`config.mk`:
```
export PLATFORM = sky130hd
export DESIGN_NAME = resource_record_stream_parser
export DESIGN_NICKNAME = d
export VERILOG_FILES = /design/src/rtl/rrsp_pkg.sv /design/src/rtl/rrsp_front.sv /design/src/rtl/rrsp_queue.sv /design/src/rtl/rrsp_back.sv /design/src/rtl/resource_record_stream_parser.sv
export SDC_FILE = /design/constraint.sdc
export NUM_CORES = 1
export LEC_CHECK = 0
export BUFFER_PORTS_ARGS = -buffer_cell sky130_fd_sc_hd__buf_2
export CAP_MARGIN = 30
export CELL_PAD_IN_SITES_DETAIL_PLACEMENT = 0
export CELL_PAD_IN_SITES_GLOBAL_PLACEMENT = 1
export CORE_MARGIN = 2
export CORE_UTILIZATION = 51
export DETAILED_ROUTE_END_ITERATION = 8
export MAX_ROUTING_LAYER = met4
export PLACE_DENSITY_LB_ADDON = 0.1
export SYNTH_ARGS = -nofsm -noshare
export SYNTH_HDL_FRONTEND = slang
export SYNTH_SLANG_ARGS = --single-unit
export TNS_END_PERCENT = 5
```
`constraint.sdc`:
```
create_clock -name clock -period 8.05 [get_ports clock]
set_input_delay 1.61 -clock clock [delete_from_list [all_inputs] [get_ports clock]]
set_output_delay 1.61 -clock clock [all_outputs]
set_load 0.01 [all_outputs]
```
`src/rtl/rrsp_pkg.sv`:
```
// ----------------------------------------------------------------------------
// rrsp_pkg
// shared types and codes of the resource record stream parser
// ----------------------------------------------------------------------------
`default_nettype none

package rrsp_pkg;

   // response kinds
   localparam logic [1:0] KIND_BODY  = 2'd0;
   localparam logic [1:0] KIND_EMPTY = 2'd1;
   localparam logic [1:0] KIND_END   = 2'd2;
   localparam logic [1:0] KIND_ERROR = 2'd3;

   // error codes
   localparam logic [2:0] ERR_NONE      = 3'd0;
   localparam logic [2:0] ERR_BAD_LEN   = 3'd1;
   localparam logic [2:0] ERR_TRUNCATED = 3'd2;
   localparam logic [2:0] ERR_TOO_LONG  = 3'd3;
   localparam logic [2:0] ERR_ID_OVFL   = 3'd4;

   // request modes
   localparam logic MODE_DATA = 1'b0;
   localparam logic MODE_END  = 1'b1;

   localparam logic [27:0] MAX_LEN_RST = 28'h0100000;

   typedef struct packed {
      logic       mode;
      logic [7:0] data_byte;
   } rrsp_req_type;

   typedef struct packed {
      logic [1:0]  kind;
      logic [30:0] resource_type;
      logic [30:0] resource_id;
      logic [7:0]  body_byte;
      logic        first_of_record;
      logic        last_of_record;
      logic [2:0]  error_code;
   } rrsp_rsp_type;

   // compact queue entry: type kept as four 7-bit groups
   typedef struct packed {
      logic [1:0]  kind;
      logic [27:0] type_groups;
      logic [30:0] resource_id;
      logic [7:0]  body_byte;
      logic        first_of_record;
      logic        last_of_record;
      logic [2:0]  error_code;
   } rrsp_entry_type;

   // queue status toward the back end
   typedef struct packed {
      logic           empty;
      rrsp_entry_type head;
   } rrsp_qstat_type;

endpackage

`default_nettype wire

```
`src/rtl/rrsp_front.sv`:
```
// ----------------------------------------------------------------------------
// rrsp_front
// header decoder: takes one stream byte a cycle while req_hs is high, keeps the parse state and
// posts at most one result entry per request into the queue
// ----------------------------------------------------------------------------
`default_nettype none

module rrsp_front (
   input  wire logic                 clock,
   input  wire logic                 reset,
   input  wire logic                 req_hs,
   input  wire rrsp_pkg::rrsp_req_type req_data,
   input  wire logic                 csr_hs,
   input  wire logic [27:0]          csr_wdata,
   output logic                      push,
   output rrsp_pkg::rrsp_entry_type  push_entry
);
   import rrsp_pkg::*;

   localparam logic [1:0] PH_ID   = 2'd0;
   localparam logic [1:0] PH_LEN  = 2'd1;
   localparam logic [1:0] PH_BODY = 2'd2;

   logic [1:0]  phase_ff, phase_in;
   logic [2:0]  cnt_ff, cnt_in;
   logic [20:0] acc_ff, acc_in;
   logic [27:0] type_ff, type_in;
   logic [30:0] prev_id_ff, prev_id_in;
   logic [30:0] cur_id_ff, cur_id_in;
   logic [27:0] remain_ff, remain_in;
   logic        first_ff, first_in;
   logic [2:0]  err_ff, err_in;
   logic [27:0] max_len_ff;

   logic [7:0]  b;
   logic [27:0] vlq;
   logic [2:0]  cnt_inc;
   logic [31:0] id_sum;
   logic        body_last;

   assign b         = req_data.data_byte;
   assign vlq       = {acc_ff, b[6:0]};
   assign cnt_inc   = cnt_ff + 3'd1;
   assign id_sum    = {1'b0, prev_id_ff} + {4'b0, vlq};
   assign body_last = (remain_ff <= 28'd1);

   // parse step
   always_comb begin
      phase_in   = phase_ff;
      cnt_in     = cnt_ff;
      acc_in     = acc_ff;
      type_in    = type_ff;
      prev_id_in = prev_id_ff;
      cur_id_in  = cur_id_ff;
      remain_in  = remain_ff;
      first_in   = first_ff;
      err_in     = err_ff;
      push       = 1'b0;
      push_entry.kind            = KIND_BODY;
      push_entry.type_groups     = type_ff;
      push_entry.resource_id     = cur_id_ff;
      push_entry.body_byte       = b;
      push_entry.first_of_record = 1'b0;
      push_entry.last_of_record  = 1'b0;
      push_entry.error_code      = ERR_NONE;

      if (req_hs) begin
         if (err_ff != ERR_NONE) begin
            push                  = 1'b1;
            push_entry.kind       = KIND_ERROR;
            push_entry.error_code = err_ff;
         end else if (req_data.mode == MODE_END) begin
            push = 1'b1;
            if (phase_ff == PH_ID && cnt_ff == 3'd0) begin
               push_entry.kind = KIND_END;
            end else begin
               err_in                = ERR_TRUNCATED;
               push_entry.kind       = KIND_ERROR;
               push_entry.error_code = ERR_TRUNCATED;
            end
         end else if (phase_ff == PH_BODY) begin
            push                       = 1'b1;
            push_entry.first_of_record = first_ff;
            push_entry.last_of_record  = body_last;
            first_in                   = 1'b0;
            if (remain_ff != 28'd0) begin
               remain_in = remain_ff - 28'd1;
            end
            if (body_last) begin
               phase_in = PH_ID;
            end
         end else if (b[7]) begin
            // continuation byte: keep collecting, close a type marker, or flag a bad length
            if (cnt_inc < 3'd4) begin
               cnt_in = cnt_inc;
               acc_in = {acc_ff[13:0], b[6:0]};
            end else if (phase_ff == PH_LEN) begin
               err_in                = ERR_BAD_LEN;
               push                  = 1'b1;
               push_entry.kind       = KIND_ERROR;
               push_entry.error_code = ERR_BAD_LEN;
            end else begin
               type_in    = vlq;
               prev_id_in = 31'd0;
               cnt_in     = 3'd0;
               acc_in     = 21'd0;
            end
         end else begin
            // final vlq byte
            cnt_in = 3'd0;
            acc_in = 21'd0;
            if (phase_ff == PH_LEN) begin
               if (vlq > max_len_ff) begin
                  err_in                = ERR_TOO_LONG;
                  push                  = 1'b1;
                  push_entry.kind       = KIND_ERROR;
                  push_entry.error_code = ERR_TOO_LONG;
               end else if (vlq == 28'd0) begin
                  phase_in                   = PH_ID;
                  push                       = 1'b1;
                  push_entry.kind            = KIND_EMPTY;
                  push_entry.first_of_record = 1'b1;
                  push_entry.last_of_record  = 1'b1;
               end else begin
                  remain_in = vlq;
                  first_in  = 1'b1;
                  phase_in  = PH_BODY;
               end
            end else if (id_sum[31]) begin
               err_in                = ERR_ID_OVFL;
               push                  = 1'b1;
               push_entry.kind       = KIND_ERROR;
               push_entry.error_code = ERR_ID_OVFL;
            end else begin
               prev_id_in = id_sum[30:0];
               cur_id_in  = id_sum[30:0];
               phase_in   = PH_LEN;
            end
         end
      end
   end

   // parse state
   always_ff @(posedge clock) begin
      if (reset) begin
         phase_ff   <= PH_ID;
         cnt_ff     <= 3'd0;
         acc_ff     <= 21'd0;
         type_ff    <= 28'd0;
         prev_id_ff <= 31'd0;
         cur_id_ff  <= 31'd0;
         remain_ff  <= 28'd0;
         first_ff   <= 1'b0;
         err_ff     <= ERR_NONE;
      end else begin
         phase_ff   <= phase_in;
         cnt_ff     <= cnt_in;
         acc_ff     <= acc_in;
         type_ff    <= type_in;
         prev_id_ff <= prev_id_in;
         cur_id_ff  <= cur_id_in;
         remain_ff  <= remain_in;
         first_ff   <= first_in;
         err_ff     <= err_in;
      end
   end

   // body length limit register
   always_ff @(posedge clock) begin
      if (reset) begin
         max_len_ff <= MAX_LEN_RST;
      end else if (csr_hs) begin
         max_len_ff <= csr_wdata;
      end
   end

endmodule

`default_nettype wire

```
`src/rtl/rrsp_queue.sv`:
```
// ----------------------------------------------------------------------------
// rrsp_queue
// small result queue between the header decoder and the output stage
// ----------------------------------------------------------------------------
`default_nettype none

module rrsp_queue #(
   parameter int DEPTH = 4
) (
   input  wire logic                 clock,
   input  wire logic                 reset,
   input  wire logic                 push,
   input  wire rrsp_pkg::rrsp_entry_type push_entry,
   input  wire logic                 pop,
   output logic                      full,
   output rrsp_pkg::rrsp_qstat_type  qstat
);
   import rrsp_pkg::*;

   localparam int PTR_W = (DEPTH > 1) ? $clog2(DEPTH) : 1;
   localparam int CNT_W = $clog2(DEPTH + 1);

   rrsp_entry_type   slot_ff [DEPTH];
   logic [PTR_W-1:0] wr_ptr_ff, wr_ptr_in;
   logic [PTR_W-1:0] rd_ptr_ff, rd_ptr_in;
   logic [CNT_W-1:0] count_ff, count_in;

   assign full        = (count_ff == CNT_W'(DEPTH));
   assign qstat.empty = (count_ff == '0);
   assign qstat.head  = slot_ff[rd_ptr_ff];

   // pointer and fill count update
   always_comb begin
      wr_ptr_in = wr_ptr_ff;
      rd_ptr_in = rd_ptr_ff;
      count_in  = count_ff;
      if (push) begin
         wr_ptr_in = (wr_ptr_ff == PTR_W'(DEPTH - 1)) ? '0 : wr_ptr_ff + 1'b1;
      end
      if (pop) begin
         rd_ptr_in = (rd_ptr_ff == PTR_W'(DEPTH - 1)) ? '0 : rd_ptr_ff + 1'b1;
      end
      if (push && !pop) begin
         count_in = count_ff + 1'b1;
      end else if (pop && !push) begin
         count_in = count_ff - 1'b1;
      end
   end

   always_ff @(posedge clock) begin
      if (reset) begin
         wr_ptr_ff <= '0;
         rd_ptr_ff <= '0;
         count_ff  <= '0;
      end else begin
         wr_ptr_ff <= wr_ptr_in;
         rd_ptr_ff <= rd_ptr_in;
         count_ff  <= count_in;
      end
   end

   // entry storage
   always_ff @(posedge clock) begin
      if (push) begin
         slot_ff[wr_ptr_ff] <= push_entry;
      end
   end

endmodule

`default_nettype wire

```
`src/rtl/rrsp_back.sv`:
```
// ----------------------------------------------------------------------------
// rrsp_back
// output stage: pulls entries from the queue, expands them into responses
// and holds each in the response register until it is taken
// ----------------------------------------------------------------------------
`default_nettype none

module rrsp_back (
   input  wire logic                 clock,
   input  wire logic                 reset,
   input  wire rrsp_pkg::rrsp_qstat_type qstat,
   output logic                      pop,
   output logic                      rsp_valid,
   input  wire logic                 rsp_ready,
   output rrsp_pkg::rrsp_rsp_type    rsp_data
);
   import rrsp_pkg::*;

   logic         valid_ff;
   rrsp_rsp_type data_ff, data_in;
   logic [27:0]  grp;

   assign grp       = qstat.head.type_groups;
   assign pop       = !qstat.empty && (!valid_ff || rsp_ready);
   assign rsp_valid = valid_ff;
   assign rsp_data  = data_ff;

   // expand the entry into the response layout
   always_comb begin
      data_in.kind            = qstat.head.kind;
      data_in.resource_type   = {grp[27:21], 1'b0, grp[20:14], 1'b0,
                                 grp[13:7], 1'b0, grp[6:0]};
      data_in.resource_id     = qstat.head.resource_id;
      data_in.body_byte       = (qstat.head.kind == KIND_BODY) ?
                                qstat.head.body_byte : 8'd0;
      data_in.first_of_record = qstat.head.first_of_record;
      data_in.last_of_record  = qstat.head.last_of_record;
      data_in.error_code      = qstat.head.error_code;
   end

   always_ff @(posedge clock) begin
      if (reset) begin
         valid_ff <= 1'b0;
      end else if (!valid_ff || rsp_ready) begin
         valid_ff <= !qstat.empty;
      end
   end

   always_ff @(posedge clock) begin
      if (pop) begin
         data_ff <= data_in;
      end
   end

endmodule

`default_nettype wire

```
`src/rtl/resource_record_stream_parser.sv`:
```
// ----------------------------------------------------------------------------
// resource_record_stream_parser
// parses a decompressed resource archive stream into per-byte body responses
// ----------------------------------------------------------------------------
// The parser takes one stream byte (or an end-of-stream request) per clock and
// gives at most one response for each request, in order. Sustained rate is one
// request per cycle while the queue has room; the header decoder handles each
// byte against its registered parse state. A response passes through a queue
// slot and then the output register before it shows on rsp_valid. The
// QUEUE_DEPTH-entry queue absorbs response backpressure; req_ready falls only
// while that queue is full. Errors latch until reset, and every later request
// then answers with the latched code. The body length limit is to be written
// through the csr port only while the block is idle; the block itself does
// not enforce this. csr_ready is always high.
// ----------------------------------------------------------------------------
`default_nettype none

module resource_record_stream_parser #(
   parameter int QUEUE_DEPTH = 4
) (
   input  wire logic               clock,
   input  wire logic               reset,
   input  wire logic               req_valid,
   output logic                    req_ready,
   input  wire rrsp_pkg::rrsp_req_type req_data,
   output logic                    rsp_valid,
   input  wire logic               rsp_ready,
   output rrsp_pkg::rrsp_rsp_type  rsp_data,
   input  wire logic               csr_valid,
   output logic                    csr_ready,
   input  wire logic [27:0]        csr_wdata
);
   import rrsp_pkg::*;

   logic           req_hs;
   logic           csr_hs;
   logic           push;
   logic           pop;
   logic           full;
   rrsp_entry_type push_entry;
   rrsp_qstat_type qstat;

   assign req_ready = !full;
   assign req_hs    = req_valid && req_ready;
   assign csr_ready = 1'b1;
   assign csr_hs    = csr_valid && csr_ready;

   // header decoder
   rrsp_front u_front (
      .clock      (clock),
      .reset      (reset),
      .req_hs     (req_hs),
      .req_data   (req_data),
      .csr_hs     (csr_hs),
      .csr_wdata  (csr_wdata),
      .push       (push),
      .push_entry (push_entry)
   );

   // result queue
   rrsp_queue #(
      .DEPTH (QUEUE_DEPTH)
   ) u_queue (
      .clock      (clock),
      .reset      (reset),
      .push       (push),
      .push_entry (push_entry),
      .pop        (pop),
      .full       (full),
      .qstat      (qstat)
   );

   // output stage
   rrsp_back u_back (
      .clock     (clock),
      .reset     (reset),
      .qstat     (qstat),
      .pop       (pop),
      .rsp_valid (rsp_valid),
      .rsp_ready (rsp_ready),
      .rsp_data  (rsp_data)
   );

endmodule

`default_nettype wire

```
==> run_results.csv <==
group,metric,value,unit
power,pwr-share-seq,0.464,
synth,synth_top_area_frac,0.485,
floorplanning,die_h,216,µm
synth,synth-async-reset-ratio,0,
synth,synth_most_common_cell,"edfxtp_1",
drt,ant_nets,0,
grt,antenna_found_initial,2,
drt,wl,55.3,mm
power,vdd_drop_max,0.219,mV
worst_setup_path,slowest_delay,730,ps
clock_network,numCtsBuffers,56,
timing,hold_viol,0,
power,power_density,300,nW/µm²
place,io_buffers,117,
grt,grt.overflow.total,0,
final_layout,finalInstanceArea,26100,µm²
final_layout,layout-drive-gt1-share,0.179,
timing,max_slew_margin,0.274,
worst_setup_path,cp_top_family,"compound AO/OA/AOI/OAI gates",
grt,grt_pass1_wl,84.8,mm
synth,yosysWarnings,0,
status,run_status,"finished, final reports clean",
grt,use_met2,0.382,
synth,ys_top_cells_by_area,"edfxtp_1, dfxtp_1, mux4_2",
worst_setup_path,critPathKind,"input port to flop",
clock_network,clockBufferDepth,3,
clock_network,htree_levels,2,
worst_setup_path,path_cells,"buf_2 > ha_1 > and2_1 > nand3b_1 > a211oi_1 > o21a_1 > o21ai_0 > a31oi_1 > and2_4 > buf_4",
synth,yosysTopAreaCell,"edfxtp_1",
grt,gr-usage-met1,0.346,
timing,setup_viol_count_final,0,
power,leakagePower,0.00937,µW
drt,vias_per_cell,5.80,
timing,drv_slew,0,
drt,dr_total_vias,14300,
grt,grt.busiest_layer,"met2",
clock_network,cts_resized,0,
floorplanning,num_io_pins,122,
place,dp_hpwl,35.5,mm
timing,finalCritPeriodShare,0.613,
worst_setup_path,critPathRequiredTime,8280,ps
timing,timing.clock.skew,28.1,ps
synth,synth_common_cells,"edfxtp_1, nand2_1, dfxtp_1",
place,place_area,24100,µm²
floorplanning,die_area,46600,µm²
synth,synth_cell_types,77,
drt,drt_iter0_drc,1149,
place,place_congestion,0.917,
drt,drc_errors,0,
power,pwr-share-clk,0.367,
floorplanning,start_util,0.518,
clock_network,worstSkewPairLatency,610,ps
timing,fmax,203,MHz
worst_setup_path,slowest_stage,"and2_4",
synth,synth_edf_count,370,
grt,grt_usage,0.247,
timing,worstMarginPinSlew,1080,ps
run,maxCapViolations,0,
worst_setup_path,arrival,5170,ps
clock_network,cts_setup_buffers,0,
timing,fin_tns_setup,0,ps
drt,first_pass_iters,5,
power,sw_frac_of_total,0.261,
worst_setup_path,cp_num_buf_inv,2,
timing,grt_setup_unrepaired,"false",
clock_network,root_buffer,"clkbuf_16",
worst_setup_path,startpoint_type,"input port",
grt,grt_pass1_vias,14100,
grt,grt_max_degree,77,
power,internal_power,5800,µW
grt,grt_use_met3,0.0366,
floorplanning,core_area,44200,µm²
min_path,worst_hold_path_type,"flop to flop",
synth,syn_inst,1724,
synth,synth_seq_area_share,0.647,
clock_network,cts_hold_buf,0,
clock_network,cts_tree,"done",
final_layout,fillCellCount,3475,
synth,synthFlopType,"edfxtp_1",
final_layout,area_growth,14.2,%
synth,synth_area_per_cell,13.3,µm²
floorplanning,num_rows,77,
power,pwr-share-comb,0.168,
worst_setup_path,crit_path_max_fanout,40,
power,p_switching,2040,µW
timing,post-route-min-period,4940,ps
synth,ys_seq_elements,555,
clock_network,cts.clk_slew.worst_paths,60,ps
final_layout,num-nets-final,1946,
synth,mappedNetlistArea,22900,µm²
worst_setup_path,endpoint_kind,"flop",
clock_network,cts.sinks,555,
drt,wl_per_cell,22.3,µm
floorplanning,die_w,216,µm
[power groups by stage]
stage,Combinational (µW),Sequential [µW],Clock (µW)
after floorplan,778,3770,0
after global placement,1330,3700,0
after CTS,1350,3650,2920
after global routing,1430,3690,3040
final,1320,3640,2880
after detailed placement,1350,3710,0
[stage by stage]
stage | total power (µW) | hold WS [ps] | instances | setup slack (ps) | util
after floorplan | 4550 | 432 | 1726 | 1070 | -
after global placement | 5030 | 441 | 2365 | 2550 | 0.544
after detailed placement | 5050 | 450 | 2367 | 2450 | 0.544
after CTS | 7930 | 460 | 2472 | 3080 | 0.591
after global routing | 8150 | 490 | 2474 | 2830 | 0.591
final | 7840 | 465 | 2474 | 3110 | 0.591
[registers in the layout, summed over array words and instances (netlist names), 2 cells and up, named ones only]
signal and count:
u_back.rsp_data 74, u_front.acc_ff 21, u_front.cnt_ff 2, u_front.cur_id_ff 31
u_front.err_ff 3, u_front.max_len_ff 28, u_front.phase_ff 2, u_front.prev_id_ff 31
u_front.remain_ff 28, u_front.type_ff 28, u_queue.count_ff 3, u_queue.rd_ptr_ff 2
u_queue.slot_ff 296, u_queue.wr_ptr_ff 2
[worst register-to-register path, stage by stage, from the launching register on]
cell	delay, ps
dfxtp_1	700
ha_1	430
nand4_1	270
or2_2	360
o22ai_1	230
nand2b_1	170
o21ai_0	150
a31oi_1	600
and2_4	730
buf_4	590
[placed cells by master, fill, tap and decap left out, types with 7 or more instances in the layout]
cell / count
nand2_1: 206
a211oi_1: 12
nand4_1: 17
buf_2: 116
xor2_1: 12
inv_1: 53
mux4_2: 74
and2_1: 7
o22ai_1: 20
o21ai_0: 45
nor2_1: 79
a31oi_1: 10
clkbuf_1: 8
dfxtp_1: 183
nor2b_1: 14
or3_1: 10
xnor2_1: 17
a21o_1: 15
nor3_1: 25
nor4_1: 13
clkbuf_16: 57
and3_1: 8
edfxtp_1: 370
mux2i_1: 32
buf_4: 21
bufinv_16: 14
nand3_1: 48
ha_1: 69
a21oi_1: 164
clkinv_2: 13
o31ai_1: 9
[cell families after synthesis]
group | after synthesis | share of synthesized area
other | 2 | 0.000328
AO/OA/AOI/OAI | 348 | 0.0926
flip-flops | 555 | 0.647
adder cells (fa/ha/maj) | 71 | 0.0395
multiplexers | 107 | 0.0873
buffers and inverters | 143 | 0.0254
AND/OR/NAND/NOR | 469 | 0.0965
XOR/XNOR | 29 | 0.0111
[routing by layer]
layer,up-vias,share of wire
met5,-,0
met4,0,0.022
li1,6723,-
met3,95,0.053
met1,7107,0.46
met2,420,0.46
[area by class of cell]
type	count	area, µm²	area share
clock inverter	39	591	0.0226
antenna	2	5.00	0.000191
clock buffer	66	1470	0.0563
tap	592	741	0.0283
sequential	555	14800	0.567
timing repair buffer	139	764	0.0293
inverter	53	199	0.00761
multi-input combinational	1028	7540	0.289
[final timing paths]
check	end	start	depth (start not counted)	slack, ps
worst max-delay path	u_queue.slot_ff[1][13]	req_data[3]	10	3110
worst min-delay path	u_front.prev_id_ff[20]	u_front.prev_id_ff[20]	2	460
worst max register to register	u_queue.slot_ff[1][13]	u_front.acc_ff[14]	9	3450
worst min register to register	u_front.prev_id_ff[20]	u_front.prev_id_ff[20]	2	460
Power figures use the tool's default switching activity.
